<file path="src/design/mcpg_pkg.sv">
// ----------------------------------------------------------------------------
// mcpg_pkg
// Shared types and constants of the midpoint circle point generator: command
// codes, the job record that links the front end to the back end, and the
// octant tables.
// ----------------------------------------------------------------------------
package mcpg_pkg;

    // Command codes of an input transaction.
    typedef enum logic {
        CMD_START   = 1'b0,
        CMD_ADVANCE = 1'b1
    } command_t;

    // Field widths.
    localparam int CoordW  = 16;
    localparam int ColorW  = 16;
    localparam int RadiusW = 8;
    localparam int StepAW  = 9;
    localparam int StepBW  = 10;
    localparam int ErrW    = 12;

    // Constants of the decision error recurrence.
    localparam logic signed [ErrW-1:0] ErrStartBase = 12'sd3;
    localparam logic signed [ErrW-1:0] ErrStepNeg   = 12'sd6;
    localparam logic signed [ErrW-1:0] ErrStepPos   = 12'sd10;

    // Default number of queued jobs between the front and the back end.
    localparam int QueueDepthDefault = 2;

    // Octant tables, one bit per point in emission order (bit 0 first).
    // XIsB: the x offset uses b and the y offset uses a.
    localparam logic [7:0] XIsB = 8'b1010_0110;
    localparam logic [7:0] XNeg = 8'b1111_0000;
    localparam logic [7:0] YNeg = 8'b1100_0011;

    // One step of work: the pair (a, b) to emit and the circle it belongs to.
    typedef struct packed {
        logic [CoordW-1:0]        center_x;
        logic [CoordW-1:0]        center_y;
        logic [ColorW-1:0]        color;
        logic [StepAW-1:0]        step_a;
        logic signed [StepBW-1:0] step_b;
        logic                     done;
    } job_t;

    // Status of the job queue as seen by its producer and consumer.
    typedef struct packed {
        logic full;
        logic empty;
    } queue_status_t;

endpackage

</file>
<file path="src/design/midpoint_circle_point_generator.sv">
// ----------------------------------------------------------------------------
// midpoint_circle_point_generator
// Midpoint circle rasterizer: start and advance commands in, circle points
// out, eight per drawing step.
// ----------------------------------------------------------------------------
// A start transaction latches center, radius and color and produces no
// points. Each accepted advance transaction makes the front end step the
// midpoint recurrence and, while the circle is in progress, queue one job
// of eight points (up to QueueDepth jobs wait). The back end emits one
// point per cycle through a registered output while out_stall is low; the
// job of a step passes through the queue, the back end's job register and
// the output register before its first point appears. Starts and idle
// advances are accepted whenever the queue has room.
module midpoint_circle_point_generator
#(
    parameter int QueueDepth = mcpg_pkg::QueueDepthDefault
)
(
    input  logic                          clk,
    input  logic                          rst_n,
    input  logic                          in_valid,
    output logic                          in_stall,
    input  logic                          command,
    input  logic [mcpg_pkg::CoordW-1:0]   center_x,
    input  logic [mcpg_pkg::CoordW-1:0]   center_y,
    input  logic [mcpg_pkg::RadiusW-1:0]  radius,
    input  logic [mcpg_pkg::ColorW-1:0]   pen_color,
    output logic                          out_valid,
    input  logic                          out_stall,
    output logic [mcpg_pkg::CoordW-1:0]   point_x,
    output logic [mcpg_pkg::CoordW-1:0]   point_y,
    output logic [mcpg_pkg::ColorW-1:0]   point_color,
    output logic                          last_of_step,
    output logic                          circle_done
);

    mcpg_pkg::queue_status_t  queue_status;
    mcpg_pkg::job_t           push_job;
    mcpg_pkg::job_t           pop_job;
    logic                     push;
    logic                     pop;

    mcpg_front u_front
    (
        .clk          (clk),
        .rst_n        (rst_n),
        .in_valid     (in_valid),
        .in_stall     (in_stall),
        .command      (command),
        .center_x     (center_x),
        .center_y     (center_y),
        .radius       (radius),
        .pen_color    (pen_color),
        .queue_status (queue_status),
        .push         (push),
        .push_job     (push_job)
    );

    mcpg_queue #(.Depth(QueueDepth)) u_queue
    (
        .clk      (clk),
        .rst_n    (rst_n),
        .push     (push),
        .push_job (push_job),
        .pop      (pop),
        .pop_job  (pop_job),
        .status   (queue_status)
    );

    mcpg_back u_back
    (
        .clk          (clk),
        .rst_n        (rst_n),
        .queue_status (queue_status),
        .pop_job      (pop_job),
        .pop          (pop),
        .out_valid    (out_valid),
        .out_stall    (out_stall),
        .point_x      (point_x),
        .point_y      (point_y),
        .point_color  (point_color),
        .last_of_step (last_of_step),
        .circle_done  (circle_done)
    );

endmodule

</file>
<file path="src/design/mcpg_front.sv">
// ----------------------------------------------------------------------------
// mcpg_front
// Front end: accepts commands, keeps the running midpoint state of the
// current circle and hands every emitting step to the job queue.
// ----------------------------------------------------------------------------
module mcpg_front
(
    input  logic                              clk,
    input  logic                              rst_n,
    input  logic                              in_valid,
    output logic                              in_stall,
    input  logic                              command,
    input  logic [mcpg_pkg::CoordW-1:0]       center_x,
    input  logic [mcpg_pkg::CoordW-1:0]       center_y,
    input  logic [mcpg_pkg::RadiusW-1:0]      radius,
    input  logic [mcpg_pkg::ColorW-1:0]       pen_color,
    input  mcpg_pkg::queue_status_t           queue_status,
    output logic                              push,
    output mcpg_pkg::job_t                    push_job
);

    logic [mcpg_pkg::CoordW-1:0]         center_x_reg, center_x_next;
    logic [mcpg_pkg::CoordW-1:0]         center_y_reg, center_y_next;
    logic [mcpg_pkg::ColorW-1:0]         color_reg, color_next;
    logic [mcpg_pkg::StepAW-1:0]         a_reg, a_next;
    logic signed [mcpg_pkg::StepBW-1:0]  b_reg, b_next;
    logic signed [mcpg_pkg::ErrW-1:0]    err_reg, err_next;
    logic                                active_reg, active_next;

    logic                                accept;
    logic                                emit;
    logic [mcpg_pkg::StepAW-1:0]         a_inc;
    logic signed [mcpg_pkg::ErrW-1:0]    a_inc_ext;
    logic signed [mcpg_pkg::ErrW-1:0]    b_ext;
    logic signed [mcpg_pkg::StepBW-1:0]  b_step;
    logic                                step_done;

    // The front end only waits when the queue has no room.
    assign in_stall = queue_status.full;
    assign accept   = in_valid && !in_stall;

    // A step is drawn only while a circle is in progress and a <= b.
    assign emit = accept && (command == mcpg_pkg::CMD_ADVANCE) && active_reg
                  && ($signed({1'b0, a_reg}) <= b_reg);

    // Next pair of the midpoint scheme.
    assign a_inc     = a_reg + 1'b1;
    assign a_inc_ext = $signed({{(mcpg_pkg::ErrW-mcpg_pkg::StepAW){1'b0}}, a_inc});
    assign b_ext     = $signed({{(mcpg_pkg::ErrW-mcpg_pkg::StepBW){b_reg[mcpg_pkg::StepBW-1]}},
                                b_reg});
    assign b_step    = err_reg[mcpg_pkg::ErrW-1] ? b_reg
                                                 : (b_reg - mcpg_pkg::StepBW'(1));
    assign step_done = $signed({1'b0, a_inc}) > b_step;

    // State update for start and advance commands.
    always_comb
    begin
        center_x_next = center_x_reg;
        center_y_next = center_y_reg;
        color_next    = color_reg;
        a_next        = a_reg;
        b_next        = b_reg;
        err_next      = err_reg;
        active_next   = active_reg;
        if (accept && (command == mcpg_pkg::CMD_START))
        begin
            center_x_next = center_x;
            center_y_next = center_y;
            color_next    = pen_color;
            a_next        = '0;
            b_next        = $signed({{(mcpg_pkg::StepBW-mcpg_pkg::RadiusW){1'b0}}, radius});
            err_next      = mcpg_pkg::ErrStartBase
                            - $signed({{(mcpg_pkg::ErrW-mcpg_pkg::RadiusW-1){1'b0}},
                                       radius, 1'b0});
            active_next   = 1'b1;
        end
        else if (emit)
        begin
            a_next = a_inc;
            b_next = b_step;
            if (err_reg[mcpg_pkg::ErrW-1])
            begin
                err_next = err_reg + (a_inc_ext <<< 2) + mcpg_pkg::ErrStepNeg;
            end
            else
            begin
                err_next = err_reg + mcpg_pkg::ErrStepPos + ((a_inc_ext - b_ext) <<< 2);
            end
            if (step_done)
            begin
                active_next = 1'b0;
            end
        end
    end

    // Job for the back end: the pair before the step, with the circle's data.
    always_comb
    begin
        push              = emit;
        push_job.center_x = center_x_reg;
        push_job.center_y = center_y_reg;
        push_job.color    = color_reg;
        push_job.step_a   = a_reg;
        push_job.step_b   = b_reg;
        push_job.done     = step_done;
    end

    always_ff @(posedge clk or negedge rst_n)
    begin
        if (!rst_n)
        begin
            center_x_reg <= '0;
            center_y_reg <= '0;
            color_reg    <= '0;
            a_reg        <= '0;
            b_reg        <= '0;
            err_reg      <= '0;
            active_reg   <= 1'b0;
        end
        else
        begin
            center_x_reg <= center_x_next;
            center_y_reg <= center_y_next;
            color_reg    <= color_next;
            a_reg        <= a_next;
            b_reg        <= b_next;
            err_reg      <= err_next;
            active_reg   <= active_next;
        end
    end

endmodule

</file>
<file path="src/design/mcpg_queue.sv">
// ----------------------------------------------------------------------------
// mcpg_queue
// Short first-in first-out queue of step jobs between the front and the
// back end.
// ----------------------------------------------------------------------------
module mcpg_queue
#(
    parameter int Depth = mcpg_pkg::QueueDepthDefault
)
(
    input  logic                     clk,
    input  logic                     rst_n,
    input  logic                     push,
    input  mcpg_pkg::job_t           push_job,
    input  logic                     pop,
    output mcpg_pkg::job_t           pop_job,
    output mcpg_pkg::queue_status_t  status
);

    localparam int PtrW   = (Depth > 1) ? $clog2(Depth) : 1;
    localparam int CountW = $clog2(Depth + 1);

    mcpg_pkg::job_t      mem [Depth];
    logic [PtrW-1:0]     wr_ptr_reg, wr_ptr_next;
    logic [PtrW-1:0]     rd_ptr_reg, rd_ptr_next;
    logic [CountW-1:0]   count_reg, count_next;
    logic                do_push;
    logic                do_pop;

    assign status.full  = (count_reg == CountW'(Depth));
    assign status.empty = (count_reg == '0);
    assign do_push      = push && !status.full;
    assign do_pop       = pop && !status.empty;
    assign pop_job      = mem[rd_ptr_reg];

    // Pointer and fill count update.
    always_comb
    begin
        wr_ptr_next = wr_ptr_reg;
        rd_ptr_next = rd_ptr_reg;
        count_next  = count_reg;
        if (do_push)
        begin
            wr_ptr_next = (wr_ptr_reg == PtrW'(Depth - 1)) ? '0 : wr_ptr_reg + 1'b1;
        end
        if (do_pop)
        begin
            rd_ptr_next = (rd_ptr_reg == PtrW'(Depth - 1)) ? '0 : rd_ptr_reg + 1'b1;
        end
        if (do_push && !do_pop)
        begin
            count_next = count_reg + 1'b1;
        end
        else if (do_pop && !do_push)
        begin
            count_next = count_reg - 1'b1;
        end
    end

    // Job storage.
    always_ff @(posedge clk)
    begin
        if (do_push)
        begin
            mem[wr_ptr_reg] <= push_job;
        end
    end

    always_ff @(posedge clk or negedge rst_n)
    begin
        if (!rst_n)
        begin
            wr_ptr_reg <= '0;
            rd_ptr_reg <= '0;
            count_reg  <= '0;
        end
        else
        begin
            wr_ptr_reg <= wr_ptr_next;
            rd_ptr_reg <= rd_ptr_next;
            count_reg  <= count_next;
        end
    end

endmodule

</file>
<file path="src/design/mcpg_back.sv">
// ----------------------------------------------------------------------------
// mcpg_back
// Back end: takes one step job at a time and emits its eight symmetric
// points, one per cycle while the output is not stalled, through an output register.
// ----------------------------------------------------------------------------
module mcpg_back
(
    input  logic                          clk,
    input  logic                          rst_n,
    input  mcpg_pkg::queue_status_t       queue_status,
    input  mcpg_pkg::job_t                pop_job,
    output logic                          pop,
    output logic                          out_valid,
    input  logic                          out_stall,
    output logic [mcpg_pkg::CoordW-1:0]   point_x,
    output logic [mcpg_pkg::CoordW-1:0]   point_y,
    output logic [mcpg_pkg::ColorW-1:0]   point_color,
    output logic                          last_of_step,
    output logic                          circle_done
);

    mcpg_pkg::job_t                 job_reg, job_next;
    logic                           busy_reg, busy_next;
    logic [2:0]                     idx_reg, idx_next;
    logic                           out_valid_reg, out_valid_next;
    logic [mcpg_pkg::CoordW-1:0]    x_reg, x_next;
    logic [mcpg_pkg::CoordW-1:0]    y_reg, y_next;
    logic [mcpg_pkg::ColorW-1:0]    color_reg, color_next;
    logic                           last_reg, last_next;
    logic                           done_reg, done_next;

    logic                           slot_free;
    logic                           gen;
    logic                           last_point;
    logic [mcpg_pkg::CoordW-1:0]    a_ext;
    logic [mcpg_pkg::CoordW-1:0]    b_ext;
    logic [mcpg_pkg::CoordW-1:0]    dx;
    logic [mcpg_pkg::CoordW-1:0]    dy;

    // The output register can take a new point when empty or being drained.
    assign slot_free  = !out_valid_reg || !out_stall;
    assign gen        = busy_reg && slot_free;
    assign last_point = (idx_reg == 3'd7);
    assign pop        = !queue_status.empty && (!busy_reg || (gen && last_point));

    // Offsets of the current point, chosen by the octant tables.
    assign a_ext = {{(mcpg_pkg::CoordW-mcpg_pkg::StepAW){1'b0}}, job_reg.step_a};
    assign b_ext = {{(mcpg_pkg::CoordW-mcpg_pkg::StepBW){job_reg.step_b[mcpg_pkg::StepBW-1]}},
                    job_reg.step_b};
    assign dx    = mcpg_pkg::XIsB[idx_reg] ? b_ext : a_ext;
    assign dy    = mcpg_pkg::XIsB[idx_reg] ? a_ext : b_ext;

    // Job sequencing and point generation.
    always_comb
    begin
        job_next       = job_reg;
        busy_next      = busy_reg;
        idx_next       = idx_reg;
        out_valid_next = out_valid_reg;
        x_next         = x_reg;
        y_next         = y_reg;
        color_next     = color_reg;
        last_next      = last_reg;
        done_next      = done_reg;
        if (slot_free)
        begin
            out_valid_next = 1'b0;
        end
        if (gen)
        begin
            out_valid_next = 1'b1;
            x_next         = mcpg_pkg::XNeg[idx_reg] ? (job_reg.center_x - dx)
                                                     : (job_reg.center_x + dx);
            y_next         = mcpg_pkg::YNeg[idx_reg] ? (job_reg.center_y - dy)
                                                     : (job_reg.center_y + dy);
            color_next     = job_reg.color;
            last_next      = last_point;
            done_next      = last_point && job_reg.done;
            idx_next       = idx_reg + 1'b1;
            if (last_point)
            begin
                busy_next = 1'b0;
            end
        end
        if (pop)
        begin
            job_next  = pop_job;
            busy_next = 1'b1;
            idx_next  = '0;
        end
    end

    always_ff @(posedge clk or negedge rst_n)
    begin
        if (!rst_n)
        begin
            busy_reg      <= 1'b0;
            idx_reg       <= '0;
            out_valid_reg <= 1'b0;
        end
        else
        begin
            busy_reg      <= busy_next;
            idx_reg       <= idx_next;
            out_valid_reg <= out_valid_next;
        end
    end

    // Payload registers.
    always_ff @(posedge clk)
    begin
        job_reg   <= job_next;
        x_reg     <= x_next;
        y_reg     <= y_next;
        color_reg <= color_next;
        last_reg  <= last_next;
        done_reg  <= done_next;
    end

    assign out_valid    = out_valid_reg;
    assign point_x      = x_reg;
    assign point_y      = y_reg;
    assign point_color  = color_reg;
    assign last_of_step = last_reg;
    assign circle_done  = done_reg;

    // The end of a circle is always flagged on the last point of a step.
    assert property (@(posedge clk) disable iff (!rst_n)
        out_valid_reg && done_reg |-> last_reg)
        else $error("circle_done without last_of_step");

    // An idle sequencer always restarts at the first octant.
    assert property (@(posedge clk) disable iff (!rst_n)
        !busy_reg |-> idx_reg == 3'd0)
        else $error("point index not cleared while idle");

    // A point that is not the last of its step leaves its job in progress.
    assert property (@(posedge clk) disable iff (!rst_n)
        out_valid_reg && !last_reg |-> busy_reg)
        else $error("step job dropped before its eighth point");

endmodule
</file>
<file path="config.mk">
export PLATFORM = sky130hd
export DESIGN_NAME = midpoint_circle_point_generator
export DESIGN_NICKNAME = d
export VERILOG_FILES = /design/src/design/mcpg_pkg.sv /design/src/design/midpoint_circle_point_generator.sv /design/src/design/mcpg_front.sv /design/src/design/mcpg_queue.sv /design/src/design/mcpg_back.sv
export SDC_FILE = /design/constraint.sdc
export NUM_CORES = 1
export LEC_CHECK = 0
export BUFFER_PORTS_ARGS = -buffer_cell sky130_fd_sc_hd__buf_2
export CAP_MARGIN = 40
export CORE_MARGIN = 2
export CORE_UTILIZATION = 40
export CTS_BUF_LIST = sky130_fd_sc_hd__clkbuf_16
export DETAILED_ROUTE_END_ITERATION = 6
export PLACE_DENSITY = 0.55
export SLEW_MARGIN = 10
export SYNTH_ARGS = -nofsm -noshare
export SYNTH_HDL_FRONTEND = slang
export SYNTH_HIERARCHICAL = 1
export SYNTH_SLANG_ARGS = --single-unit
</file>
<file path="constraint.sdc">
create_clock -name clk -period 6.25 [get_ports clk]
set_input_delay 0.3125 -clock clk [delete_from_list [all_inputs] [get_ports clk]]
set_output_delay 0.3125 -clock clk [all_outputs]
set_load 0.01 [all_outputs]
</file>
==> results of run 1 <==
logic make-up after synthesis:
logic type      Yosys count  share of synthesized area
compound gates          222                     0.0918
flops                   342                      0.591
xor+xnor                 87                     0.0462
mux                      91                     0.0636
buf+inv                  85                     0.0228
simple gates            384                      0.104
fa+ha+maj               104                     0.0805
worst max path at each step:
stage / from / to / cells after the start
after floorplan: u_back/idx_reg[1] / u_queue/count_reg[1] / 9
after global placement: u_back/idx_reg[2] / u_back/point_y[13] / 14
after detailed placement: u_back/idx_reg[2] / u_back/point_y[13] / 14
after CTS: u_back/idx_reg[2] / u_back/point_y[13] / 14
after global routing: u_back/idx_reg[0] / u_back/point_y[13] / 15
final: u_back/idx_reg[0] / u_back/point_y[13] / 15
cells in the mapped netlist, drive strengths merged (13+ instances only):
library cell	instances
a21o	16
a21oi	49
a31oi	14
and3	13
buf	19
clkbuf	25
dfrtp	88
edfxtp	254
ha	99
inv	41
mux2	72
mux2i	19
nand2	212
nand3	27
nor2	54
nor3	20
o21a	17
o21ai	50
xnor2	52
xor2	35
layer usage:
metal	track usage	wire length (µm)
met1	0.223	16600
met5	0	0
met3	0.0263	1170
met2	0.292	18100
met4	0.0536	855
report_power, final:
group | internal, mW | switching (mW)
Sequential | 3.34 | 0.339
Combinational | 2.19 | 2.93
Clock | 1.29 | 0.871
what timing repair did:
action | CTS | global route
setup endpoints to repair | 0 | 0
gates resized for setup | 0 | 0
endpoints found under the hold margin | 82 | 0
hold buffers | 42 | 0
worst min-delay path: stages:
cell,delay (ns)
buf_2,0.08
nand2_1,0.06
nand2_1,0.06
cell type report:
class | instances | area, µm²
Multi-Input combinational cell | 888 | 6460
Clock inverter | 29 | 238
Inverter | 41 | 154
Timing Repair Buffer | 169 | 1140
Clock buffer | 39 | 976
Fill cell | 3676 | 21500
Sequential cell | 342 | 9830
Tap cell | 532 | 666
==> qor.txt, run 1 <==
status: completed
total wire length: 36.7 mm
post-CTS setup buffers: 0
CP delay by family, top: multiplexers
Ports: 113
Synth area leaders: edfxtp_1 46%, dfrtp_1 13%, ha_1 7.4%
CP Capture Type: register
H-tree depth: 2
drc violations: 0
Synth Register Bits: 342
Max Freq: 0.220 GHz
syn nets: 1480
slowest cell on the critical path: mux2i_4
Initial Util: 0.407
Hold Path Origin: center_x[5]
async set-reset flop share out of synthesis: 0.257
crit-path cells: ha_1 -> mux2i_4 -> mux2i_1 -> nand4b_4 -> or2_2 -> inv_1 -> a21oi_1 -> xor2_1 -> ha_1 -> a21oi_1 -> o22ai_1 -> nor2_1 -> o21ai_0 -> a221oi_1 -> xnor2_1
Leakage: 7.95 nW
cell area after synthesis: 16600 µm²
clk sink count: 342
grt ovf: 0
global-route wire length before repair: 58.8 mm
Via density: 5.12
Register-to-Register Path Depth: 15
r2r endpoint: u_back/point_y[13]
clk_skew: 0.0109 ns
count of cell types in the netlist: 77
IO buf count: 112
NumNets Final: 1644
Min Hold Slack: 0.0236 ns
Worst EP arrival: 4.81 ns
number of global-route vias before repair: 10900
cells after synthesis: 1315
Root Driver: clkbuf_16
CTS buffer count: 37
GRT Overall Usage: 0.170
YS warnings: 6
CP max stage delay: 0.57 ns
max-cap violations: 0
reg-to-reg startpoint: u_back/idx_reg[0]
Worst Hold Class: primary input to register
dpl ws: 1.63 ns
DIE WIDTH: 208 µm
Largest register FFs: 136
Pwr Total: 11.0 mW
final setup TNS: 0 ns
via count: 10400
largest net degree at the start of global routing: 61
Hold Path End: u_front/center_x_reg[5]
Die Y: 208 µm
Core Region: 40900 µm²
maximum fanout along the worst path: 19
critical path class: register to register
share of cells above drive strength 1: 0.182
worst path required time: 6.52 ns
WL/cell: 18.0 µm
slew margin rel.: 0.405
Final Util: 0.476
Slew @ Worst Pin: 0.893 ns
Mean Syn Cell Area: 12.7 µm²
EDFF count, synth: 254
dpl cells: 1929
post-synthesis sequential area ratio: 0.591
reg2reg setup slack: 1.71 ns
final-report hold violation count: 0
Final WS setup: 1.71 ns
Synth top area share: 0.458
endpoints failing setup: 0
final instance area: 19500 µm²
antenna viol nets, final: 0
P per Cell Area: 564 nW/µm²
Syn-to-layout area delta: 16.9%
ys flop type: edfxtp_1
initial antenna violation count: 0
VDD IR max: 0.740 mV
RSZ-0062 raised after global routing: no
TritonRoute pass-1 iters: 5
crit start category: register
num rows: 74
die area: 43200 µm²
diodes inserted: 0
Bufs and invs on worst path: 1
fin. max-slew vios: 0
CTS tree: done
CTS max path bufs: 3
Placed Area: 17800 µm²
detailed router's first-iteration violation count: 610
Skew-Pair Late Insertion Delay: 0.53 ns
post-layout min period: 4.54 ns
leading cell type in the layout, fill and taps excluded: edfxtp_1
clk slew on worst S/H paths: 0.06 ns
Detail Placement HPWL: 24.6 mm
final std cells w/o fill: 2040
leading area contributor after synthesis: edfxtp_1
RePlAce Congestion: 0.851
hold depth: 3
most frequent cells in the layout: 254 x edfxtp_1, 212 x nand2_1, 111 x buf_2
Tcrit/Tclk final: 0.727
Power figures use the tool's default switching activity.
==> inputs of run 2 (changes only) <==
==> constraint.sdc (replaced) <==
create_clock -name clk -period 4.65 [get_ports clk]
set_input_delay 0.2325 -clock clk [delete_from_list [all_inputs] [get_ports clk]]
set_output_delay 0.2325 -clock clk [all_outputs]
set_load 0.01 [all_outputs]
==> qor.txt, run 2 (synthesis results as in run 1) <==
total net switching power: 5.64 mW (+36%)
most frequent cells in the layout: 254 x edfxtp_1, 212 x nand2_1, 111 x buf_2
Bufs and invs on worst path: 0 (-1)
GRT Overall Usage: 0.172 (+0.00125)
slowest cell on the critical path: dfrtp_1
Root Driver: clkbuf_16
detailed router's first-iteration violation count: 616 (+0.98%)
crit-path cells: ha_1 -> xor2_1 -> ha_1 -> a21o_1 -> a21oi_1 -> nor2b_1 -> o21a_1 -> nor2_1 -> xnor2_1 -> ha_1 -> ha_1 -> o21ai_0 -> o21ai_0 -> o221ai_1 -> xnor2_1 -> xnor2_1 -> o31ai_1
diodes inserted: 0 (unchanged)
global-route wire length before repair: 59.3 mm (+0.83%)
Leakage: 8.04 nW (+1.2%)
antenna viol nets, final: 0 (unchanged)
CTS tree: done
Detail Placement HPWL: 25.1 mm (+2.1%)
clk_skew: 0.0177 ns (+0.00675 ns)
TritonRoute pass-1 iters: 4 (-1)
CTS buffer count: 38 (+2.7%)
Ports: 113 (unchanged)
Worst Hold Class: primary input to register
grt ovf: 0 (unchanged)
RSZ-0062 raised after global routing: no
area occupied by multi-input gates: 6460 µm² (unchanged)
H-tree depth: 2 (unchanged)
clk slew on worst S/H paths: 0.06 ns (about the same)
CTS resizes: 0 (unchanged)
Switching Share: 0.380 (+0.00239)
leading cell type in the layout, fill and taps excluded: edfxtp_1
maximum fanout along the worst path: 7 (-12)
clk sink count: 342 (unchanged)
critical path class: register to register
max-cap violations: 0 (unchanged)
Skew-Pair Late Insertion Delay: 0.54 ns (about the same)
WL/cell: 17.9 µm (-0.35%)
post-layout min period: 4.13 ns (-0.412 ns)
Final Util: 0.480 (+0.00455)
Comb pwr share: 0.468 (about the same)
Pint: 9.18 mW (+35%)
post-CTS setup buffers: 0 (unchanged)
Core Region: 40900 µm² (unchanged)
drc violations: 0 (unchanged)
total wire length: 36.9 mm (+0.58%)
Max Freq: 0.242 GHz (+10%)
initial antenna violation count: 0 (unchanged)
Slew @ Worst Pin: 0.909 ns (+0.0163 ns)
slew margin rel.: 0.394 (-0.0109)
RePlAce Congestion: 0.854 (+0.34%)
largest net degree at the start of global routing: 72 (+18%)
VDD IR max: 0.504 mV (-32%)
IO buf count: 112 (unchanged)
# fillers: 3695 (+0.52%)
share of cells above drive strength 1: 0.187 (+0.00494)
Initial Util: 0.407 (unchanged)
crit start category: register
num rows: 74 (unchanged)
die area: 43200 µm² (unchanged)
Die Y: 208 µm (unchanged)
sequential power share: 0.334 (about the same)
DIE WIDTH: 208 µm (unchanged)
number of global-route vias before repair: 10800 (-0.71%)
final setup TNS: 0 ns (unchanged)
endpoints failing setup: 0 (unchanged)
CP delay by family, top: compound AO/OA/AOI/OAI gates
via count: 10500 (+1.0%)
status: completed
Syn-to-layout area delta: 18.1%
fin. max-slew vios: 0 (unchanged)
CTS max path bufs: 3 (unchanged)
CP max stage delay: 0.44 ns (-0.13 ns)
worst path required time: 5.10 ns (-1.42 ns)
Worst EP arrival: 4.58 ns (-0.23 ns)
CP Capture Type: register
Via density: 5.12 (+0.10%)
Crit path top cell by count: ha_1
Largest register FFs: 136 (unchanged)
Clk network pwr share: 0.198 (about the same)
P per Cell Area: 754 nW/µm² (+34%)
NumNets Final: 1662 (+1.1%)
register area: 9830 µm² (unchanged)
final-report hold violation count: 0 (unchanged)
Tcrit/Tclk final: 0.889 (+0.162)
-- run 2: changes by cell type in the layout (fill, tap and decap cells not counted), sizes merged --
cell         previous run  this run
dlygate4sd3            42        50
clkbuf                 39        41
clkinvlp                3         2
clkinv                  9         8
inv                    54        58
bufinv                  4         2
buf                   127       136
-- run 2: worst register-to-register path, delay by kind of cell (launching register included) --
kind / cells / cell delay, ns
AO/OA/AOI/OAI: 7 / 1.41
AND/OR/NAND/NOR: 2 / 0.18
XOR/XNOR: 4 / 0.76
flip-flops: 1 / 0.44
adder cells (fa/ha/maj): 4 / 1.25
-- run 2: worst paths after layout --
| kind | from | slack [ns] | depth (start not counted) | end |
|---|---|---|---|---|
| hold reg to reg | u_back/job_reg[31] | 0.41 | 0 | u_back/point_color[11] |
| max in group asynchronous | rst_n | 3.90 | 3 | u_front/color_reg[9] |
| setup reg to reg | u_front/a_reg[1] | 0.52 | 17 | u_front/err_reg[11] |
| min in group asynchronous | rst_n | 0.07 | 2 | u_front/b_reg[8] |
| hold / removal | radius[7] | 0.03 | 3 | u_front/b_reg[7] |
| setup / recovery | u_front/a_reg[1] | 0.52 | 17 | u_front/err_reg[11] |
-- run 2: cell type report --
type                    count  area share
well taps                 532      0.0339
clock inverters            29      0.0106
repair buffers            186      0.0662
flip-flops and latches    342       0.500
inverters                  41     0.00783
multi-input cells         888       0.329
clock buffers              41      0.0522
-- run 2: power groups by stage --
stage | Combinational [mW] | Sequential (mW) | Clock (mW)
global placement | 6.81 | 4.99 | 0
global route | 7.80 | 5.05 | 3.14
floorplan | 5.17 | 4.94 | 0
CTS | 6.99 | 4.96 | 3.02
detailed placement | 6.91 | 5.02 | 0
finish | 6.94 | 4.95 | 2.93
-- run 2: layer usage --
layer,track usage,part of all wire
met2,0.298,0.50
met4,0.0536,0.023
met1,0.222,0.45
met3,0.0249,0.030
met5,0,0
-- run 2: metrics by stage --
step / total power [mW] / instances / hold WS (ns) / instance area (µm²) / worst slack (ns)
2_1_floorplan: 10.1 / 1315 / -0.0631 / 16600 / 0.249
3_5_place_dp: 11.9 / 1939 / 0.0757 / 17900 / 0.536
6_report: 14.8 / 2059 / 0.0296 / 19600 / 0.517
3_3_place_gp: 11.8 / 1938 / 0.393 / 17900 / 0.592
4_1_cts: 15.0 / 2059 / 0.00346 / 19600 / 0.514
5_1_grt: 16.0 / 2059 / 0.0266 / 19600 / 0.0595
-- run 2: repair_timing --
action	4_1_cts	5_1_grt
hold endpoints to repair	137	0
endpoints found under the setup margin	0	0
hold buffers	50	0
==> inputs of run 3 (changes only) <==
==> constraint.sdc (replaced) <==
create_clock -name clk -period 4.65 [get_ports clk]
set_input_delay 0.465 -clock clk [delete_from_list [all_inputs] [get_ports clk]]
set_output_delay 0.465 -clock clk [all_outputs]
set_load 0.01 [all_outputs]
==> qor.txt, run 3 (synthesis results as in run 1) <==
status: completed
Syn-to-layout area delta: 15.1%
CTS max path bufs: 3 (unchanged)
global-route wire length before repair: 58.1 mm (-1.9%)
antenna viol nets, final: 0 (unchanged)
die area: 43200 µm² (unchanged)
CTS buffer count: 38 (unchanged)
r2r endpoint: u_front/err_reg[11]
drc violations: 0 (unchanged)
P per Cell Area: 771 nW/µm² (+2.2%)
# fillers: 3743 (+1.3%)
H-tree depth: 2 (unchanged)
Detail Placement HPWL: 25.1 mm (unchanged)
Worst Hold Class: primary input to register
share of cells above drive strength 1: 0.193 (+0.00619)
number of global-route vias before repair: 10600 (-2.3%)
initial antenna violation count: 0 (unchanged)
final setup TNS: 0 ns (unchanged)
crit-path cells: ha_1 -> xor2_1 -> ha_1 -> a21o_1 -> a21oi_1 -> nor2b_1 -> o21a_1 -> nor2_1 -> xnor2_1 -> ha_1 -> ha_1 -> o21ai_0 -> o21ai_0 -> o221ai_1 -> xnor2_1 -> xnor2_1 -> o31ai_1
clk sink count: 342 (unchanged)
final-report hold violation count: 0 (unchanged)
TritonRoute pass-1 iters: 5 (+1)
GRT Overall Usage: 0.169 (-0.00319)
Initial Util: 0.407 (unchanged)
CTS resizes: 0 (unchanged)
Core Region: 40900 µm² (unchanged)
RePlAce Congestion: 0.854 (unchanged)
Skew-Pair Late Insertion Delay: 0.54 ns (about the same)
Final WS setup: 0.518 ns (+0.000366 ns)
Tcrit/Tclk final: 0.889 (about the same)
via count: 10300 (-2.0%)
grt ovf: 0 (unchanged)
CP Capture Type: register
maximum fanout along the worst path: 7 (unchanged)
Die Y: 208 µm (unchanged)
Leakage: 7.84 nW (-2.5%)
post-layout min period: 4.13 ns (-0.000366 ns)
Slew @ Worst Pin: 0.888 ns (-0.0208 ns)
worst path required time: 5.10 ns (about the same)
Via density: 5.14 (+0.43%)
detailed router's first-iteration violation count: 552 (-10%)
Worst EP arrival: 4.58 ns (about the same)
dpl ws: 0.536 ns (unchanged)
max-cap violations: 0 (unchanged)
critical path class: register to register
total wire length: 36.1 mm (-2.0%)
VDD IR max: 0.505 mV (+0.17%)
slew margin rel.: 0.408 (+0.0138)
cts hold-fix bufs: 1 (-98%)
Pwr Total: 14.8 mW (-0.31%)
reg2reg setup slack: 0.52 ns (about the same)
Largest register FFs: 136 (unchanged)
most frequent cells in the layout: 254 x edfxtp_1, 212 x nand2_1, 111 x buf_2
Hold Path Origin: pen_color[8]
leading cell type in the layout, fill and taps excluded: edfxtp_1
Ports: 113 (unchanged)
endpoints failing setup: 0 (unchanged)
slowest cell on the critical path: dfrtp_1
reg-to-reg startpoint: u_front/a_reg[1]
crit start category: register
Hold Path End: u_front/color_reg[8]
largest net degree at the start of global routing: 72 (unchanged)
RSZ-0062 raised after global routing: no
clk_skew: 0.0188 ns (+0.00114 ns)
Placed Area: 17900 µm² (unchanged)
clk slew on worst S/H paths: 0.06 ns (about the same)
Register-to-Register Path Depth: 17 (unchanged)
final instance area: 19200 µm² (-2.5%)
IO buf count: 112 (unchanged)
CP max stage delay: 0.44 ns (about the same)
num rows: 74 (unchanged)
WL/cell: 18.0 µm (+0.36%)
CTS tree: done
fin. max-slew vios: 0 (unchanged)
Max Freq: 0.242 GHz (about the same)
post-CTS setup buffers: 0 (unchanged)
NumNets Final: 1613 (-2.9%)
hold depth: 3 (unchanged)
diodes inserted: 0 (unchanged)
DIE WIDTH: 208 µm (unchanged)
Crit path top cell by count: ha_1
Root Driver: clkbuf_16
-- run 3: where the power goes --
part	leakage [nW]	switching, mW	internal (mW)
clock network	0.643	1.22	1.72
logic	3.76	3.94	2.96
registers	3.43	0.462	4.48
-- run 3: layout make-up --
type	count	area (µm²)	share of cell area
Sequential cell	342	9830	0.513
Multi-Input combinational cell	888	6460	0.337
Clock buffer	41	1030	0.0536
Timing Repair Buffer	137	811	0.0423
Tap cell	532	666	0.0347
Clock inverter	29	209	0.0109
Inverter	41	154	0.00803
-- run 3: worst max-delay path: cells and delay by family (launching register included) --
kind                     cells  cell delay, ns
adder cells (fa/ha/maj)      4            1.25
AND/OR/NAND/NOR              2            0.18
flip-flops                   1            0.44
AO/OA/AOI/OAI                7            1.41
XOR/XNOR                     4            0.76
-- run 3: worst max path at each step --
stage,from,end,slack [ns],depth (start not counted)
2_1_floorplan,u_front/b_reg[5],u_queue/mem[0][0],0.25,11
3_3_place_gp,u_back/idx_reg[1],u_back/point_x[15],0.59,15
3_5_place_dp,u_back/idx_reg[1],u_back/point_y[13],0.54,15
4_1_cts,u_back/idx_reg[1],u_back/point_y[13],0.51,15
5_1_grt,u_front/a_reg[1],u_front/err_reg[11],0.06,17
6_report,u_front/a_reg[1],u_front/err_reg[11],0.52,17
-- run 3: through the flow --
stage	util	std cells	hold slack, ns
final	0.468	2010	0.115
after global routing	0.468	2010	0.0923
after CTS	0.468	2010	0.0866
after detailed placement	0.438	1939	0.308
after global placement	0.437	1938	0.403
after floorplan	-	1315	0.169
-- run 3: layer usage --
metal	up-vias	share of wire	GRT usage
met5	-	0	0
met1	5029	0.45	0.220
met4	0	0.024	0.0523
met2	167	0.49	0.290
li1	5084	-	-
met3	60	0.036	0.0251
